==> src/sv/goldbach_prime_pair_finder_unit_defines.svh <==
// assertion helpers shared by the rtl files
`ifndef GOLDBACH_PRIME_PAIR_FINDER_UNIT_DEFINES_SVH
`define GOLDBACH_PRIME_PAIR_FINDER_UNIT_DEFINES_SVH

`ifndef SYNTHESIS
// property that must hold at every clock edge outside reset
`define GPF_ASSERT(lbl, prop) \
  lbl: assert property (@(posedge clk_i) disable iff (!rst_ni) (prop)) \
    else $error("gpf assertion failed");
// implication checked in the same cycle
`define GPF_ASSERT_IMP(lbl, ante, cons) \
  lbl: assert property (@(posedge clk_i) disable iff (!rst_ni) (ante) |-> (cons)) \
    else $error("gpf assertion failed");
`else
`define GPF_ASSERT(lbl, prop)
`define GPF_ASSERT_IMP(lbl, ante, cons)
`endif

`endif

==> src/sv/gpf_pkg.sv <==
package gpf_pkg;

  localparam int unsigned WIDTH = 16;
  // running square of the trial divisor overshoots the candidate by a little
  localparam int unsigned SQ_W  = WIDTH + 2;
  localparam int unsigned CNT_W = $clog2(WIDTH + 1);

  localparam logic OP_PRIME = 1'b0;
  localparam logic OP_PAIR  = 1'b1;

  typedef struct packed {
    logic             operation;
    logic [WIDTH-1:0] number;
  } gpf_in_t;

  typedef struct packed {
    logic             number_prime;
    logic             pair_found;
    logic [WIDTH-1:0] smaller_prime;
    logic [WIDTH-1:0] larger_prime;
  } gpf_out_t;

  typedef struct packed {
    logic             start;
    logic [WIDTH-1:0] dividend;
    logic [WIDTH-1:0] divisor;
  } gpf_div_req_t;

  typedef struct packed {
    logic busy;
    logic done;
    logic rem_zero;
  } gpf_div_rsp_t;

endpackage

==> src/sv/gpf_rem_unit.sv <==
`include "goldbach_prime_pair_finder_unit_defines.svh"

module gpf_rem_unit
  import gpf_pkg::*;
(
  input  logic         clk_i,
  input  logic         rst_ni,
  input  gpf_div_req_t req_i,
  output gpf_div_rsp_t rsp_o
);

  logic [WIDTH-1:0] dvd_q, dvd_d;
  logic [WIDTH-1:0] dsr_q, dsr_d;
  logic [WIDTH-1:0] rem_q, rem_d;
  logic [CNT_W-1:0] cnt_q, cnt_d;
  logic             done_q, done_d;
  logic [WIDTH:0]   trial;

  // restoring remainder, one dividend bit a cycle
  assign trial = {rem_q, dvd_q[WIDTH-1]};

  always_comb begin
    dvd_d  = dvd_q;
    dsr_d  = dsr_q;
    rem_d  = rem_q;
    cnt_d  = cnt_q;
    done_d = 1'b0;
    if (req_i.start) begin
      dvd_d = req_i.dividend;
      dsr_d = req_i.divisor;
      rem_d = '0;
      cnt_d = CNT_W'(WIDTH);
    end else if (cnt_q != '0) begin
      if (trial >= {1'b0, dsr_q}) begin
        rem_d = WIDTH'(trial - {1'b0, dsr_q});
      end else begin
        rem_d = trial[WIDTH-1:0];
      end
      dvd_d  = {dvd_q[WIDTH-2:0], 1'b0};
      cnt_d  = cnt_q - CNT_W'(1);
      done_d = (cnt_q == CNT_W'(1));
    end
  end

  always_ff @(posedge clk_i or negedge rst_ni) begin
    if (!rst_ni) begin
      cnt_q  <= '0;
      done_q <= 1'b0;
    end else begin
      cnt_q  <= cnt_d;
      done_q <= done_d;
    end
  end

  always_ff @(posedge clk_i) begin
    dvd_q <= dvd_d;
    dsr_q <= dsr_d;
    rem_q <= rem_d;
  end

  assign rsp_o.busy     = (cnt_q != '0);
  assign rsp_o.done     = done_q;
  assign rsp_o.rem_zero = (rem_q == '0);

  `GPF_ASSERT_IMP(a_done_after_busy, done_q, $past(cnt_q) == CNT_W'(1))
  `GPF_ASSERT_IMP(a_no_start_busy, req_i.start, cnt_q == '0)
  `GPF_ASSERT(a_done_not_busy, !(done_q && (cnt_q != '0)))

endmodule

==> src/sv/goldbach_prime_pair_finder_unit.sv <==
// channel   direction  ports                 transfer
// command   in         start_i, item_i       start_i high while busy_o low
// result    out        done_o, result_o      done_o high for one cycle, never held off
//
// one trial division by the shared remainder unit runs a start, WIDTH shift steps and
// a verdict; a primality test of n runs about sqrt(n)/2 of them, and operation 0
// answers n < 3 and even n without any trial division
// operation 1 runs a test of p and, when p is prime, one of n - p, for each p from 2
// until a pair is found or p passes n/2; for n below 4 no pair is reported from idle
// reset clears the sequencer and the strobe; busy_o stays high until done_o pulses
// the result register frees the sequencer, so a new start may arrive with done_o

`include "goldbach_prime_pair_finder_unit_defines.svh"

module goldbach_prime_pair_finder_unit
  import gpf_pkg::*;
(
  input  logic     clk_i,
  input  logic     rst_ni,
  input  logic     start_i,
  input  gpf_in_t  item_i,
  output logic     busy_o,
  output logic     done_o,
  output gpf_out_t result_o
);

  // sequencer states
  typedef enum logic [3:0] {
    S_IDLE = 4'b0001,  // waiting for a command
    S_TEST = 4'b0010,  // trivial cases of the candidate
    S_LOOP = 4'b0100,  // divisor square against candidate
    S_WAIT = 4'b1000   // remainder unit at work
  } state_e;

  state_e           state_q, state_d;
  logic             op_q, op_d;
  logic [WIDTH-1:0] num_q, num_d;
  logic [WIDTH-1:0] p_q, p_d;
  logic [WIDTH-1:0] cand_q, cand_d;
  logic             phase_q, phase_d;   // low while testing p, high while testing n - p
  logic [WIDTH-1:0] d_q, d_d;           // odd trial divisor
  logic [SQ_W-1:0]  sq_q, sq_d;         // square of the trial divisor
  gpf_out_t         res_q, res_d;
  logic             done_q, done_d;

  logic             verdict_vld;
  logic             verdict;
  logic [WIDTH-1:0] half;
  logic [WIDTH-1:0] p_inc;

  gpf_div_req_t     div_req;
  gpf_div_rsp_t     div_rsp;

  assign half  = num_q >> 1;
  assign p_inc = p_q + WIDTH'(1);

  gpf_rem_unit u_rem (
    .clk_i  (clk_i),
    .rst_ni (rst_ni),
    .req_i  (div_req),
    .rsp_o  (div_rsp)
  );

  always_comb begin
    state_d  = state_q;
    op_d     = op_q;
    num_d    = num_q;
    p_d      = p_q;
    cand_d   = cand_q;
    phase_d  = phase_q;
    d_d      = d_q;
    sq_d     = sq_q;
    res_d    = res_q;
    done_d   = 1'b0;
    verdict_vld      = 1'b0;
    verdict          = 1'b0;
    div_req.start    = 1'b0;
    div_req.dividend = cand_q;
    div_req.divisor  = d_q;

    case (state_q)
      S_IDLE: begin
        if (start_i) begin
          op_d    = item_i.operation;
          num_d   = item_i.number;
          phase_d = 1'b0;
          p_d     = WIDTH'(2);
          if (item_i.operation == OP_PRIME) begin
            cand_d  = item_i.number;
            state_d = S_TEST;
          end else if ((item_i.number >> 1) < WIDTH'(2)) begin
            // no pair below four
            res_d  = '0;
            done_d = 1'b1;
          end else begin
            cand_d  = WIDTH'(2);
            state_d = S_TEST;
          end
        end
      end
      S_TEST: begin
        if (cand_q < WIDTH'(2)) begin
          verdict_vld = 1'b1;
          verdict     = 1'b0;
        end else if (cand_q == WIDTH'(2)) begin
          verdict_vld = 1'b1;
          verdict     = 1'b1;
        end else if (!cand_q[0]) begin
          verdict_vld = 1'b1;
          verdict     = 1'b0;
        end else begin
          d_d     = WIDTH'(3);
          sq_d    = SQ_W'(9);
          state_d = S_LOOP;
        end
      end
      S_LOOP: begin
        if (sq_q > SQ_W'(cand_q)) begin
          verdict_vld = 1'b1;
          verdict     = 1'b1;
        end else begin
          div_req.start = 1'b1;
          state_d       = S_WAIT;
        end
      end
      S_WAIT: begin
        if (div_rsp.done) begin
          if (div_rsp.rem_zero) begin
            verdict_vld = 1'b1;
            verdict     = 1'b0;
          end else begin
            // (d + 2)^2 = d^2 + 4d + 4
            d_d     = d_q + WIDTH'(2);
            sq_d    = sq_q + SQ_W'({d_q, 2'b00}) + SQ_W'(4);
            state_d = S_LOOP;
          end
        end
      end
      default: begin
        state_d = S_IDLE;
      end
    endcase

    // act on the outcome of one primality test
    if (verdict_vld) begin
      if (op_q == OP_PRIME) begin
        res_d              = '0;
        res_d.number_prime = verdict;
        done_d             = 1'b1;
        state_d            = S_IDLE;
      end else if (!phase_q && verdict) begin
        phase_d = 1'b1;
        cand_d  = num_q - p_q;
        state_d = S_TEST;
      end else if (phase_q && verdict) begin
        res_d               = '0;
        res_d.pair_found    = 1'b1;
        res_d.smaller_prime = p_q;
        res_d.larger_prime  = num_q - p_q;
        done_d              = 1'b1;
        state_d             = S_IDLE;
      end else if (p_inc > half) begin
        // scan exhausted
        res_d   = '0;
        done_d  = 1'b1;
        state_d = S_IDLE;
      end else begin
        p_d     = p_inc;
        cand_d  = p_inc;
        phase_d = 1'b0;
        state_d = S_TEST;
      end
    end
  end

  always_ff @(posedge clk_i or negedge rst_ni) begin
    if (!rst_ni) begin
      state_q <= S_IDLE;
      done_q  <= 1'b0;
    end else begin
      state_q <= state_d;
      done_q  <= done_d;
    end
  end

  always_ff @(posedge clk_i) begin
    op_q    <= op_d;
    num_q   <= num_d;
    p_q     <= p_d;
    cand_q  <= cand_d;
    phase_q <= phase_d;
    d_q     <= d_d;
    sq_q    <= sq_d;
    res_q   <= res_d;
  end

  assign busy_o   = (state_q != S_IDLE);
  assign done_o   = done_q;
  assign result_o = res_q;

  `GPF_ASSERT_IMP(a_pair_sums, done_q && res_q.pair_found,
                  (res_q.smaller_prime + res_q.larger_prime) == num_q)
  `GPF_ASSERT(a_one_kind, !(done_q && res_q.number_prime && res_q.pair_found))
  `GPF_ASSERT_IMP(a_odd_divisor, state_q == S_WAIT, d_q[0] && div_rsp.busy || div_rsp.done)
  `GPF_ASSERT_IMP(a_idle_after_done, done_q, state_q == S_IDLE || $past(start_i))

endmodule

==> config.mk <==
export PLATFORM = sky130hd
export DESIGN_NAME = goldbach_prime_pair_finder_unit
export DESIGN_NICKNAME = d
export VERILOG_FILES = /design/src/sv/gpf_pkg.sv /design/src/sv/gpf_rem_unit.sv /design/src/sv/goldbach_prime_pair_finder_unit.sv
export VERILOG_INCLUDE_DIRS = /design/src /design/src/sv
export SDC_FILE = /design/constraint.sdc
export NUM_CORES = 1
export LEC_CHECK = 0
export ABC_CLOCK_PERIOD_IN_PS = 6600
export BUFFER_PORTS_ARGS = -buffer_cell sky130_fd_sc_hd__buf_2
export CAP_MARGIN = 15
export CORE_MARGIN = 2
export CORE_UTILIZATION = 54
export CTS_BUF_LIST = sky130_fd_sc_hd__clkbuf_8 sky130_fd_sc_hd__clkbuf_16
export CTS_CLUSTER_SIZE = 16
export DETAILED_ROUTE_END_ITERATION = 6
export PLACE_DENSITY = 0.82
export REMOVE_ABC_BUFFERS = 1
export SLEW_MARGIN = 20
export SYNTH_ARGS = -nofsm -noshare
export SYNTH_HDL_FRONTEND = slang
export SYNTH_SLANG_ARGS = --single-unit
export TNS_END_PERCENT = 30
==> constraint.sdc <==
create_clock -name clk_i -period 6.6 [get_ports clk_i]
set_clock_uncertainty 0.15 [all_clocks]
set_input_delay 0.66 -clock clk_i [delete_from_list [all_inputs] [get_ports clk_i]]
set_output_delay 0.66 -clock clk_i [all_outputs]
set_load 0.01 [all_outputs]
==> results of run 1 <==
per-stage QoR:
step,utilization,std cells
after floorplan,-,959
after global placement,0.578,1251
after detailed placement,0.578,1251
after CTS,0.611,1284
after global routing,0.612,1284
final,0.612,1284
cell families (layout without fill, tap and decap cells):
group,Yosys count,in the layout,synth area share
xor+xnor,65,65,0.0575
fa+ha+maj,94,94,0.121
flops,172,172,0.432
buf+inv,118,183,0.0489
simple gates,277,277,0.138
compound gates,243,243,0.179
mux,21,21,0.0233
worst register-to-register path: stages, from the launching register on:
cell       delay (ns)
dfxtp_1          0.46
ha_1             0.25
nand2_1          0.09
nor4_1           0.52
and3_1           0.28
and3_1           0.21
xnor2_1          0.15
inv_1            0.09
ha_1             0.32
nand2_1          0.08
a21oi_1          0.04
a311o_1          0.32
a2111oi_0        0.39
o21a_2           0.24
and3_4           0.21
o31a_1           0.55
buf_4            0.38
a22o_1           0.20
cells in the final DEF (no fill, tap or decap), types with 10 or more instances in the layout:
cell type,count
mux2_2,16
o211ai_1,14
nor3_1,22
nand2_1,58
xnor2_1,40
edfxtp_1,78
a211oi_1,27
dfxtp_1,83
dfrtp_1,10
nor2_1,89
and3_1,15
buf_2,55
inv_1,86
a22o_1,58
nand4_1,16
nand3_1,23
nor4_1,13
xor2_1,25
clkbuf_16,17
o21ai_0,28
a21o_1,15
a21oi_1,34
ha_1,91
cell usage after synthesis (15+ instances only):
cell type | number | share of area
mux2_2 | 16 | 0.018
a211oi_1 | 27 | 0.020
nor2_1 | 91 | 0.035
xnor2_1 | 40 | 0.035
ha_1 | 91 | 0.12
nand4_1 | 16 | 0.010
nand3_1 | 23 | 0.012
dfxtp_1 | 83 | 0.17
nor3_1 | 22 | 0.011
and3_1 | 15 | 0.0095
xor2_1 | 25 | 0.022
inv_1 | 86 | 0.033
clkbuf_1 | 20 | 0.0076
nand2_1 | 58 | 0.022
edfxtp_1 | 78 | 0.24
a21o_1 | 15 | 0.011
a22o_1 | 58 | 0.051
a21oi_1 | 36 | 0.018
o21ai_0 | 29 | 0.015
power groups by stage:
| stage | Sequential (mW) | Combinational [mW] | Clock (mW) |
|---|---|---|---|
| finish | 1.66 | 1.88 | 1.01 |
| global route | 1.69 | 2.11 | 1.06 |
| CTS | 1.65 | 1.87 | 1.01 |
| detailed placement | 1.67 | 1.85 | 0 |
| global placement | 1.66 | 1.78 | 0 |
| floorplan | 1.60 | 1.43 | 0 |
state kept, by name, indices dropped and copies added (netlist names), 4 cells and up:
signal	count
u_rem.cnt_q	5
cand_q	16
result_o	34
u_rem.rem_q	16
u_rem.dsr_q	15
p_q	16
state_q	4
u_rem.dvd_q	16
d_q	15
sq_q	15
num_q	16
cell type report:
cell class | count | area share
Sequential cell | 172 | 0.390
Inverter | 87 | 0.0297
Timing Repair Buffer | 64 | 0.0314
Clock inverter | 15 | 0.0140
Clock buffer | 17 | 0.0387
Tap cell | 229 | 0.0261
Multi-Input combinational cell | 700 | 0.471
worst paths after layout:
kind                                     endpoint
max                          result_o[13]$_DFF_P_
min                            num_q[0]$_DFFE_PP_
max reg2reg                  result_o[13]$_DFF_P_
min reg2reg                  result_o[10]$_DFF_P_
max in group asynchronous  state_q[0]$_DFFE_PN1P_
min in group asynchronous  u_rem.done_q$_DFF_PN0_
routing by layer:
metal,up-vias,wire (um)
met5,-,0
met4,0,528
met2,300,10900
met1,3802,10600
li1,3760,-
met3,46,1550
==> flow_summary_export.csv, run 1 <==
group,metric,value,unit
outcome,status,"completed",
power_and_ir_drop,power.density,414,mW/mm^2
clocking,clk_pin_slew,0.07,ns
power_and_ir_drop,power,4.55,mW
clocking,cts_tree,"yes",
drt,wl,23600,um
global_routing,grtUsageMet2,0.392,
logic_synthesis,syn_area,0.00990,mm^2
sta,finalCritPeriodShare,0.753,
placement,placed_area,0.0104,mm^2
placement,dp_hpwl,17100,um
finish,final_layout_size_suffix_gt1_frac,0.129,
clocking,clk_latency,0.44,ns
sta,fmax,201,MHz
setup_path,crit_path_end_kind,"flip-flop",
global_routing,antenna_found_initial,0,
setup_path,worst-path-buf-inv,2,
clocking,numCtsBuffers,17,
setup_path,crit_start,"p_q[0]$_DFF_P_",
finish,fin_area,0.0110,mm^2
sta,hold_viol_final,0,
sta,setup_violations,0,
drt,wl_per_cell,18.4,um
logic_synthesis,ys.flop_type,"dfxtp_1",
clocking,cts_hold_buf,1,
setup_path,cp.required,6.83,ns
setup_path,slowest_stage,"o31a_1",
min_path,hold_start,"item_i[0]",
logic_synthesis,synth_edf_count,78,
setup_path,reg2reg_depth,17,
global_routing,grt_use_met1,0.339,
global_routing,grtUsageMet3,0.0375,
drt,dr.pass1.iters,7,
drt,via_per_inst,6.16,
logic_synthesis,ys_async_sr_fraction,0.0640,
power_and_ir_drop,p_int,2.77,mW
sta,final_max_slew_viol_count,0,
setup_path,reg2reg_from,"p_q[0]$_DFF_P_",
global_routing,grt_usage,0.246,
clocking,cts-root-buf,"clkbuf_16",
setup_path,start_kind,"flip-flop",
drt,ant_nets,0,
min_path,holdPathStages,1,
setup_path,ff2ff_setup_slack,1.63,ns
global_routing,grt_pass1_wl,38500,um
power_and_ir_drop,swShare,0.391,
die,pin_count,56,
sta,worstMarginPinSlew,1.03,ns
clocking,cts.sinks,172,
sta,period_needed,4.97,ns
min_path,hold_path.class,"in -> reg",
finish,antenna_cells,0,
setup_path,crit_cells,17,
logic_synthesis,ys_ff_latch,172,
drt,route.detailed.drc,0,
clocking,cts_buffer_depth,2,
die,fp.coreArea,0.0180,mm^2
placement,io_buffer_count,55,
power_and_ir_drop,sequentialPowerShare,0.365,
global_routing,top_usage_layer,"met2",
finish,multi_input_area,0.00517,mm^2
logic_synthesis,synth_cell_types,73,
power_and_ir_drop,p_leak,4.64,nW
sta,rsz0062_at_grt,"no",
die,start_util,0.551,
global_routing,grt-ovfl-total,0,
die,rows,49,
finish,area_growth_syn_to_layout,11.0,%
power_and_ir_drop,p_comb_frac,0.413,
power_and_ir_drop,ir_drop,321,uV
logic_synthesis,ys_warn_count,0,
finish,final-seq-area,0.00428,mm^2
drt,drt_iter0_drc,575,
power_and_ir_drop,clkPwrFrac,0.222,
global_routing,grt_pass1_vias,7587,
sta,hold_slack,0.285,ns
drt,vias,7908,
run,maxCapViolations,0,
clocking,post-cts-setup-buffers,0,
setup_path,path_cells,"ha_1, nand2_1, nor4_1, and3_1, and3_1, xnor2_1, inv_1, ha_1, nand2_1, a21oi_1, a311o_1, a2111oi_0, o21a_2, and3_4, o31a_1, buf_4, a22o_1",
sta,fin_ws,1.63,ns
logic_synthesis,synth_cells,990,
sta,max_slew_margin,0.313,
die,die_h,139,um
setup_path,critical_path_class,"reg -> reg",
finish,num-fill-cells,1450,
setup_path,slowest_delay,0.55,ns
global_routing,grt_max_degree,33,
setup_path,critPathTopFamily,"compound AO/OA/AOI/OAI gates",
logic_synthesis,ys_seq_area_frac,0.432,
logic_synthesis,syn_area_per_cell,10.0,um^2
power_and_ir_drop,p_sw,1.78,mW
clocking,cts_resized,0,
placement,gp_congestion,0.933,
placement,post-place-ws,1.69,ns
setup_path,crit_arrival,5.20,ns
setup_path,cp_max_fo,21,
die,die_w,139,um
finish,fin_nets,1156,
sta,finalSetupTns,0,ns
die,die-area,0.0194,mm^2
clocking,htreeDepth,4,
No activity file was read; power rests on OpenSTA's default activity.
==> inputs of run 2 (changes only) <==
--- a/config.mk
+++ b/config.mk
@@ -6,7 +6,8 @@
 export SDC_FILE = /design/constraint.sdc
 export NUM_CORES = 1
 export LEC_CHECK = 0
-export ABC_CLOCK_PERIOD_IN_PS = 6600
+export ABC_AREA = 1
+export ABC_CLOCK_PERIOD_IN_PS = 4410
 export BUFFER_PORTS_ARGS = -buffer_cell sky130_fd_sc_hd__buf_2
 export CAP_MARGIN = 15
 export CORE_MARGIN = 2
@@ -14,7 +15,7 @@
 export CTS_BUF_LIST = sky130_fd_sc_hd__clkbuf_8 sky130_fd_sc_hd__clkbuf_16
 export CTS_CLUSTER_SIZE = 16
 export DETAILED_ROUTE_END_ITERATION = 6
-export PLACE_DENSITY = 0.82
+export PLACE_DENSITY = 0.84
 export REMOVE_ABC_BUFFERS = 1
 export SLEW_MARGIN = 20
 export SYNTH_ARGS = -nofsm -noshare
==> constraint.sdc (replaced) <==
create_clock -name clk_i -period 4.41 [get_ports clk_i]
set_clock_uncertainty 0.15 [all_clocks]
set_input_delay 0.441 -clock clk_i [delete_from_list [all_inputs] [get_ports clk_i]]
set_output_delay 0.441 -clock clk_i [all_outputs]
set_load 0.01 [all_outputs]
==> flow_summary_export.csv, run 2 <==
group,metric,value,unit
die,die_w,145,um
finish,final_layout_size_suffix_gt1_frac,0.101,
die,fp.coreArea,0.0195,mm^2
finish,largest_reg_flops,34,
power_and_ir_drop,power.density,569,mW/mm^2
drt,drt_iter0_drc,841,
drt,dr.pass1.iters,5,
sta,period_needed,3.84,ns
finish,fin_nets,1534,
setup_path,path_cells,"ha_1, nand2_1, nor2_1, nand2_1, nor2_1, inv_1, nor2_1, nand2_1, o21ai_0, inv_1, ha_1, nand3_1, nor3_1, nand4_2, a21oi_2, nor2_2, nand2_2, buf_4, nand3_1, o21a_1",
sta,fmax,261,MHz
logic_synthesis,synth_top_area_cell,"edfxtp_1",
setup_path,start_kind,"flip-flop",
setup_path,critical_path_class,"reg -> reg",
logic_synthesis,synthTopCellsByCount,"nand2_1, inv_1, nand3_1, ha_1, dfxtp_1",
clocking,cts.sinks,172,
finish,layout_commonest_cell,"nand2_1",
die,pin_count,56,
outcome,status,"completed",
finish,area_growth_syn_to_layout,10.3,%
setup_path,slowest_stage,"dfxtp_1",
min_path,hold_path.class,"in -> reg",
global_routing,grt_usage,0.260,
logic_synthesis,ys.flop_type,"dfxtp_1",
logic_synthesis,synth.most_common_cell,"nand2_1",
sta,final_max_slew_viol_count,0,
drt,via_per_inst,5.62,
clocking,cts_tree,"yes",
setup_path,crit_path_end_kind,"flip-flop",
logic_synthesis,syn_area_per_cell,7.85,um^2
global_routing,grt_pass1_vias,9034,
clocking,post-cts-setup-buffers,0,
logic_synthesis,ys_async_sr_fraction,0.0640,
clocking,htreeDepth,4,
sta,hold_viol_final,0,
drt,ant_nets,0,
sta,setup_violations,0,
setup_path,worst-path-buf-inv,3,
global_routing,antenna_found_initial,0,
clocking,clk_pin_slew,0.08,ns
placement,io_buffer_count,55,
logic_synthesis,ys_top_cells_by_area,"edfxtp_1, dfxtp_1, nand2_1, ha_1, inv_1",
sta,rsz0062_at_grt,"no",
setup_path,cp.required,4.59,ns
setup_path,slowest_delay,0.44,ns
finish,mostFrequentLayoutCells,"nand2_1, inv_1, nand3_1, ha_1, dfxtp_1",
sta,max_slew_margin,0.345,
sta,hold_slack,0.0480,ns
die,die_h,145,um
clocking,cts-root-buf,"clkbuf_16",
drt,route.detailed.drc,0,
sta,worstMarginPinSlew,0.982,ns
drt,wl,27100,um
global_routing,grt_pass1_wl,44700,um
global_routing,grt_max_degree,61,
logic_synthesis,synth_edf_count,78,
logic_synthesis,synth_cell_types,55,
placement,gp_congestion,0.971,
logic_synthesis,ys_seq_area_frac,0.398,
setup_path,critPathTopFamily,"simple AND/OR/NAND/NOR gates",
run,maxCapViolations,0,
clocking,clk_latency,0.44,ns
logic_synthesis,ys_warn_count,0,
logic_synthesis,synth_top_area_share,0.218,
logic_synthesis,syn_area,0.0108,mm^2
clocking,numCtsBuffers,17,
die,die-area,0.0211,mm^2
global_routing,grt-ovfl-total,0,
die,rows,51,
die,start_util,0.551,
logic_synthesis,synth_cells,1370,
power_and_ir_drop,p_leak,5.58,nW
setup_path,crit_arrival,4.02,ns
logic_synthesis,ys_ff_latch,172,
finish,antenna_cells,0,
sta,finalCritPeriodShare,0.870,
power_and_ir_drop,ir_drop,348,uV
placement,dp_hpwl,20100,um
finish,postLayoutCoreUtil,0.608,
drt,vias,9551,
drt,wl_per_cell,16.0,um
setup_path,cp_max_fo,12,
clocking,cts_buffer_depth,2,
finish,num-fill-cells,1685,
[run 2: worst paths after layout]
check,from,endpoint,slack (ns),cells past startpoint
max,p_q[0]$_DFF_P_,p_q[1]$_DFF_P_,0.57,20
min,item_i[10],num_q[10]$_DFFE_PP_,0.05,1
max reg2reg,p_q[0]$_DFF_P_,p_q[1]$_DFF_P_,0.57,20
min reg2reg,result_o[16]$_DFF_P_,result_o[16]$_DFF_P_,0.32,2
max in group asynchronous,rst_ni,state_q[0]$_DFFE_PN1P_,3.58,2
min in group asynchronous,rst_ni,done_o$_DFF_PN0_,0.25,2
[run 2: routing by layer]
metal / track usage / vias up / part of all wire
met5: 0 / - / 0
met4: 0.0990 / 0 / 0.027
met3: 0.0491 / 65 / 0.066
met2: 0.405 / 358 / 0.45
met1: 0.361 / 4437 / 0.46
li1: - / 4691 / -
[run 2: where the power goes]
group          leakage [nW]  internal, mW  total, mW  switching, mW
clock network         0.302         0.855       1.57          0.718
logic                  3.71          1.00       2.79           1.79
registers              1.57          2.12       2.39          0.274
total                  5.58          3.97       6.76           2.78
[run 2: kinds of logic after synthesis]
kind of cell	count (synthesis)	share of synthesized area
adder cells (fa/ha/maj)	94	0.111
flip-flops	172	0.398
buffers and inverters	213	0.0807
XOR/XNOR	35	0.0285
AO/OA/AOI/OAI	241	0.126
AND/OR/NAND/NOR	615	0.256
[run 2: stage by stage]
stage | instance area, um^2 | instances | worst slack, ns | power [mW] | setup TNS [ns]
5_1_grt | 11900 | 1698 | 0.120 | 7.25 | 0
6_report | 11900 | 1698 | 0.572 | 6.76 | 0
4_1_cts | 11900 | 1698 | 0.519 | 6.73 | 0
2_1_floorplan | 10600 | 1335 | -0.700 | 4.40 | -20.99
3_5_place_dp | 11300 | 1665 | 0.565 | 5.13 | 0
3_3_place_gp | 11300 | 1665 | 0.812 | 5.00 | 0
[run 2: final cells by class]
cell class | instances | area [um^2] | share of cell area
inverter | 178 | 673 | 0.0567
multi-input combinational | 985 | 5620 | 0.473
tap | 265 | 332 | 0.0279
clock buffer | 19 | 464 | 0.0391
sequential | 172 | 4280 | 0.361
clock inverter | 13 | 141 | 0.0119
timing repair buffer | 66 | 360 | 0.0304
[run 2: worst reg2reg max path, stage by stage (launching register included)]
cell and delay [ns]:
dfxtp_1 0.44, ha_1 0.23, nand2_1 0.09, nor2_1 0.15, nand2_1 0.09, nor2_1 0.14
inv_1 0.08, nor2_1 0.13, nand2_1 0.11, o21ai_0 0.18, inv_1 0.10, ha_1 0.28
nand3_1 0.09, nor3_1 0.31, nand4_2 0.17, a21oi_2 0.23, nor2_2 0.07, nand2_2 0.22
buf_4 0.27, nand3_1 0.10, o21a_1 0.12
[run 2: repair_timing]
action | 4_1_cts | 5_1_grt
endpoints found under the setup margin | 0 | 1
resized for setup | 0 | 2
hold buffers | 1 | 0
hold endpoints to repair | 11 | 0
==> inputs of run 3 (changes only) <==
--- a/config.mk
+++ b/config.mk
@@ -15,7 +15,7 @@
 export CTS_BUF_LIST = sky130_fd_sc_hd__clkbuf_8 sky130_fd_sc_hd__clkbuf_16
 export CTS_CLUSTER_SIZE = 16
 export DETAILED_ROUTE_END_ITERATION = 6
-export PLACE_DENSITY = 0.84
+export PLACE_DENSITY = 0.73
 export REMOVE_ABC_BUFFERS = 1
 export SLEW_MARGIN = 20
 export SYNTH_ARGS = -nofsm -noshare
==> flow_summary_export.csv, run 3 (synthesis results as in run 2) <==
group,metric,value,unit
outcome,status,"completed",
die,pin_count,56,
power_and_ir_drop,p_leak,5.57,nW
sta,hold_slack,0.0452,ns
clocking,cts_hold_buf,1,
global_routing,grt_pass1_vias,8595,
sta,worstMarginPinSlew,0.870,ns
drt,wl_per_cell,15.6,um
clocking,numCtsBuffers,17,
sta,fin_ws,0.514,ns
clocking,post-cts-setup-buffers,0,
global_routing,grt_pass1_wl,43700,um
setup_path,crit_path_end_kind,"flip-flop",
setup_path,crit_arrival,4.11,ns
min_path,hold_start,"item_i[10]",
setup_path,critical_path_class,"reg -> reg",
power_and_ir_drop,ir_drop,287,uV
setup_path,cp_max_fo,14,
sta,finalCritPeriodShare,0.883,
power_and_ir_drop,sequentialPowerShare,0.362,
power_and_ir_drop,p_comb_frac,0.418,
drt,wl,26500,um
global_routing,grt-ovfl-total,0,
global_routing,grt_max_degree,52,
sta,hold_viol_final,0,
clocking,cts-root-buf,"clkbuf_16",
finish,antenna_cells,0,
placement,placed_area,0.0113,mm^2
drt,via_per_inst,5.45,
placement,post-place-ws,0.642,ns
sta,fmax,257,MHz
clocking,cts.sinks,172,
clocking,cts_buffer_depth,2,
global_routing,grt_usage,0.257,
die,die-area,0.0211,mm^2
drt,ant_nets,0,
setup_path,reg2reg_from,"p_q[0]$_DFF_P_",
finish,largest_reg_flops,34,
sta,period_needed,3.90,ns
die,rows,51,
global_routing,antenna_found_initial,0,
finish,mostFrequentLayoutCells,"nand2_1, inv_1, nand3_1, ha_1, dfxtp_1",
placement,io_buffer_count,55,
finish,area_growth_syn_to_layout,10.1,%
power_and_ir_drop,swShare,0.413,
die,die_h,145,um
setup_path,cp.required,4.63,ns
finish,layout_commonest_cell,"nand2_1",
min_path,holdPathStages,1,
sta,max_slew_margin,0.418,
drt,dr.pass1.iters,5,
die,start_util,0.551,
clocking,clk_pin_slew,0.07,ns
min_path,hold_path.class,"in -> reg",
min_path,hold_path_end,"num_q[10]$_DFFE_PP_",
finish,instances_no_fill,1702,
clocking,htreeDepth,4,
finish,fin_nets,1538,
power_and_ir_drop,p_sw,2.72,mW
sta,setup_violations,0,
setup_path,r2r_end,"cand_q[4]$_DFF_P_",
sta,rsz0062_at_grt,"no",
power_and_ir_drop,p_int,3.86,mW
placement,dp.cells,1669,
finish,final_layout_size_suffix_gt1_frac,0.104,
clocking,cts_tree,"yes",
finish,fin_area,0.0118,mm^2
sta,final_max_slew_viol_count,0,
power_and_ir_drop,power,6.58,mW
run,maxCapViolations,0,
drt,vias,9276,
power_and_ir_drop,clkPwrFrac,0.220,
setup_path,start_kind,"flip-flop",
drt,drt_iter0_drc,720,
setup_path,reg2reg_depth,21,
placement,gp_congestion,0.897,
die,fp.coreArea,0.0195,mm^2
setup_path,ff2ff_setup_slack,0.51,ns
power_and_ir_drop,power.density,556,mW/mm^2
clocking,clk_latency,0.44,ns
placement,dp_hpwl,19800,um
drt,route.detailed.drc,0,
die,die_w,145,um
clocking,cts_resized,0,
-- run 3: metrics by stage --
step,TNS (ns),utilization
floorplan,-20.99,-
global placement,0,0.578
detailed placement,0,0.578
CTS,0,0.607
global route,0,0.607
finish,0,0.607
-- run 3: routing by layer --
metal,GRT usage,wire length (um),vias up,share of wire
met5,0,0,-,0
met4,0.0686,419,0,0.016
met3,0.0421,1560,38,0.059
met2,0.393,11300,260,0.43
met1,0.378,13200,4283,0.50
li1,-,-,4695,-
-- run 3: layout make-up --
class,count,area [um^2]
Fill cell,1757,7680
Multi-Input combinational cell,985,5620
Sequential cell,172,4280
Inverter,178,671
Clock buffer,17,425
Timing Repair Buffer,70,390
Tap cell,265,332
Clock inverter,15,130
-- run 3: power by group through the flow --
stage / Sequential (mW) / Clock (mW) / Combinational (mW)
2_1_floorplan: 2.34 / 0 / 2.06
4_1_cts: 2.38 / 1.47 / 2.74
3_3_place_gp: 2.41 / 0 / 2.65
6_report: 2.38 / 1.45 / 2.75
5_1_grt: 2.43 / 1.53 / 3.16
3_5_place_dp: 2.41 / 0 / 2.71
-- run 3: worst max path at each step --
stage                                      start                     to  slack (ns)
final                             p_q[0]$_DFF_P_      cand_q[4]$_DFF_P_        0.51
after global routing              p_q[0]$_DFF_P_         p_q[3]$_DFF_P_        0.02
after CTS                         p_q[0]$_DFF_P_      cand_q[4]$_DFF_P_        0.59
after detailed placement          p_q[0]$_DFF_P_      cand_q[4]$_DFF_P_        0.64
after global placement            p_q[0]$_DFF_P_      cand_q[0]$_DFF_P_        0.73
after floorplan           state_q[0]$_DFFE_PN1P_  d_q[10]$_SDFFCE_PN0P_       -0.70
-- run 3: worst max-delay path: stages (launching register included) --
cell and delay (ns):
dfxtp_1 0.44, ha_1 0.23, nand2_1 0.09, nor2_1 0.15, nand2_1 0.09, nor2_1 0.14
inv_1 0.08, nor2_1 0.15, nand2_1 0.11, o21ai_0 0.17, inv_1 0.09, ha_1 0.28
nand3_1 0.09, nor3_1 0.26, nand3_1 0.15, nor2_1 0.14, a21oi_2 0.07, nor2_2 0.12
nand2_2 0.20, inv_2 0.38, nand2_1 0.12, nand3_1 0.11
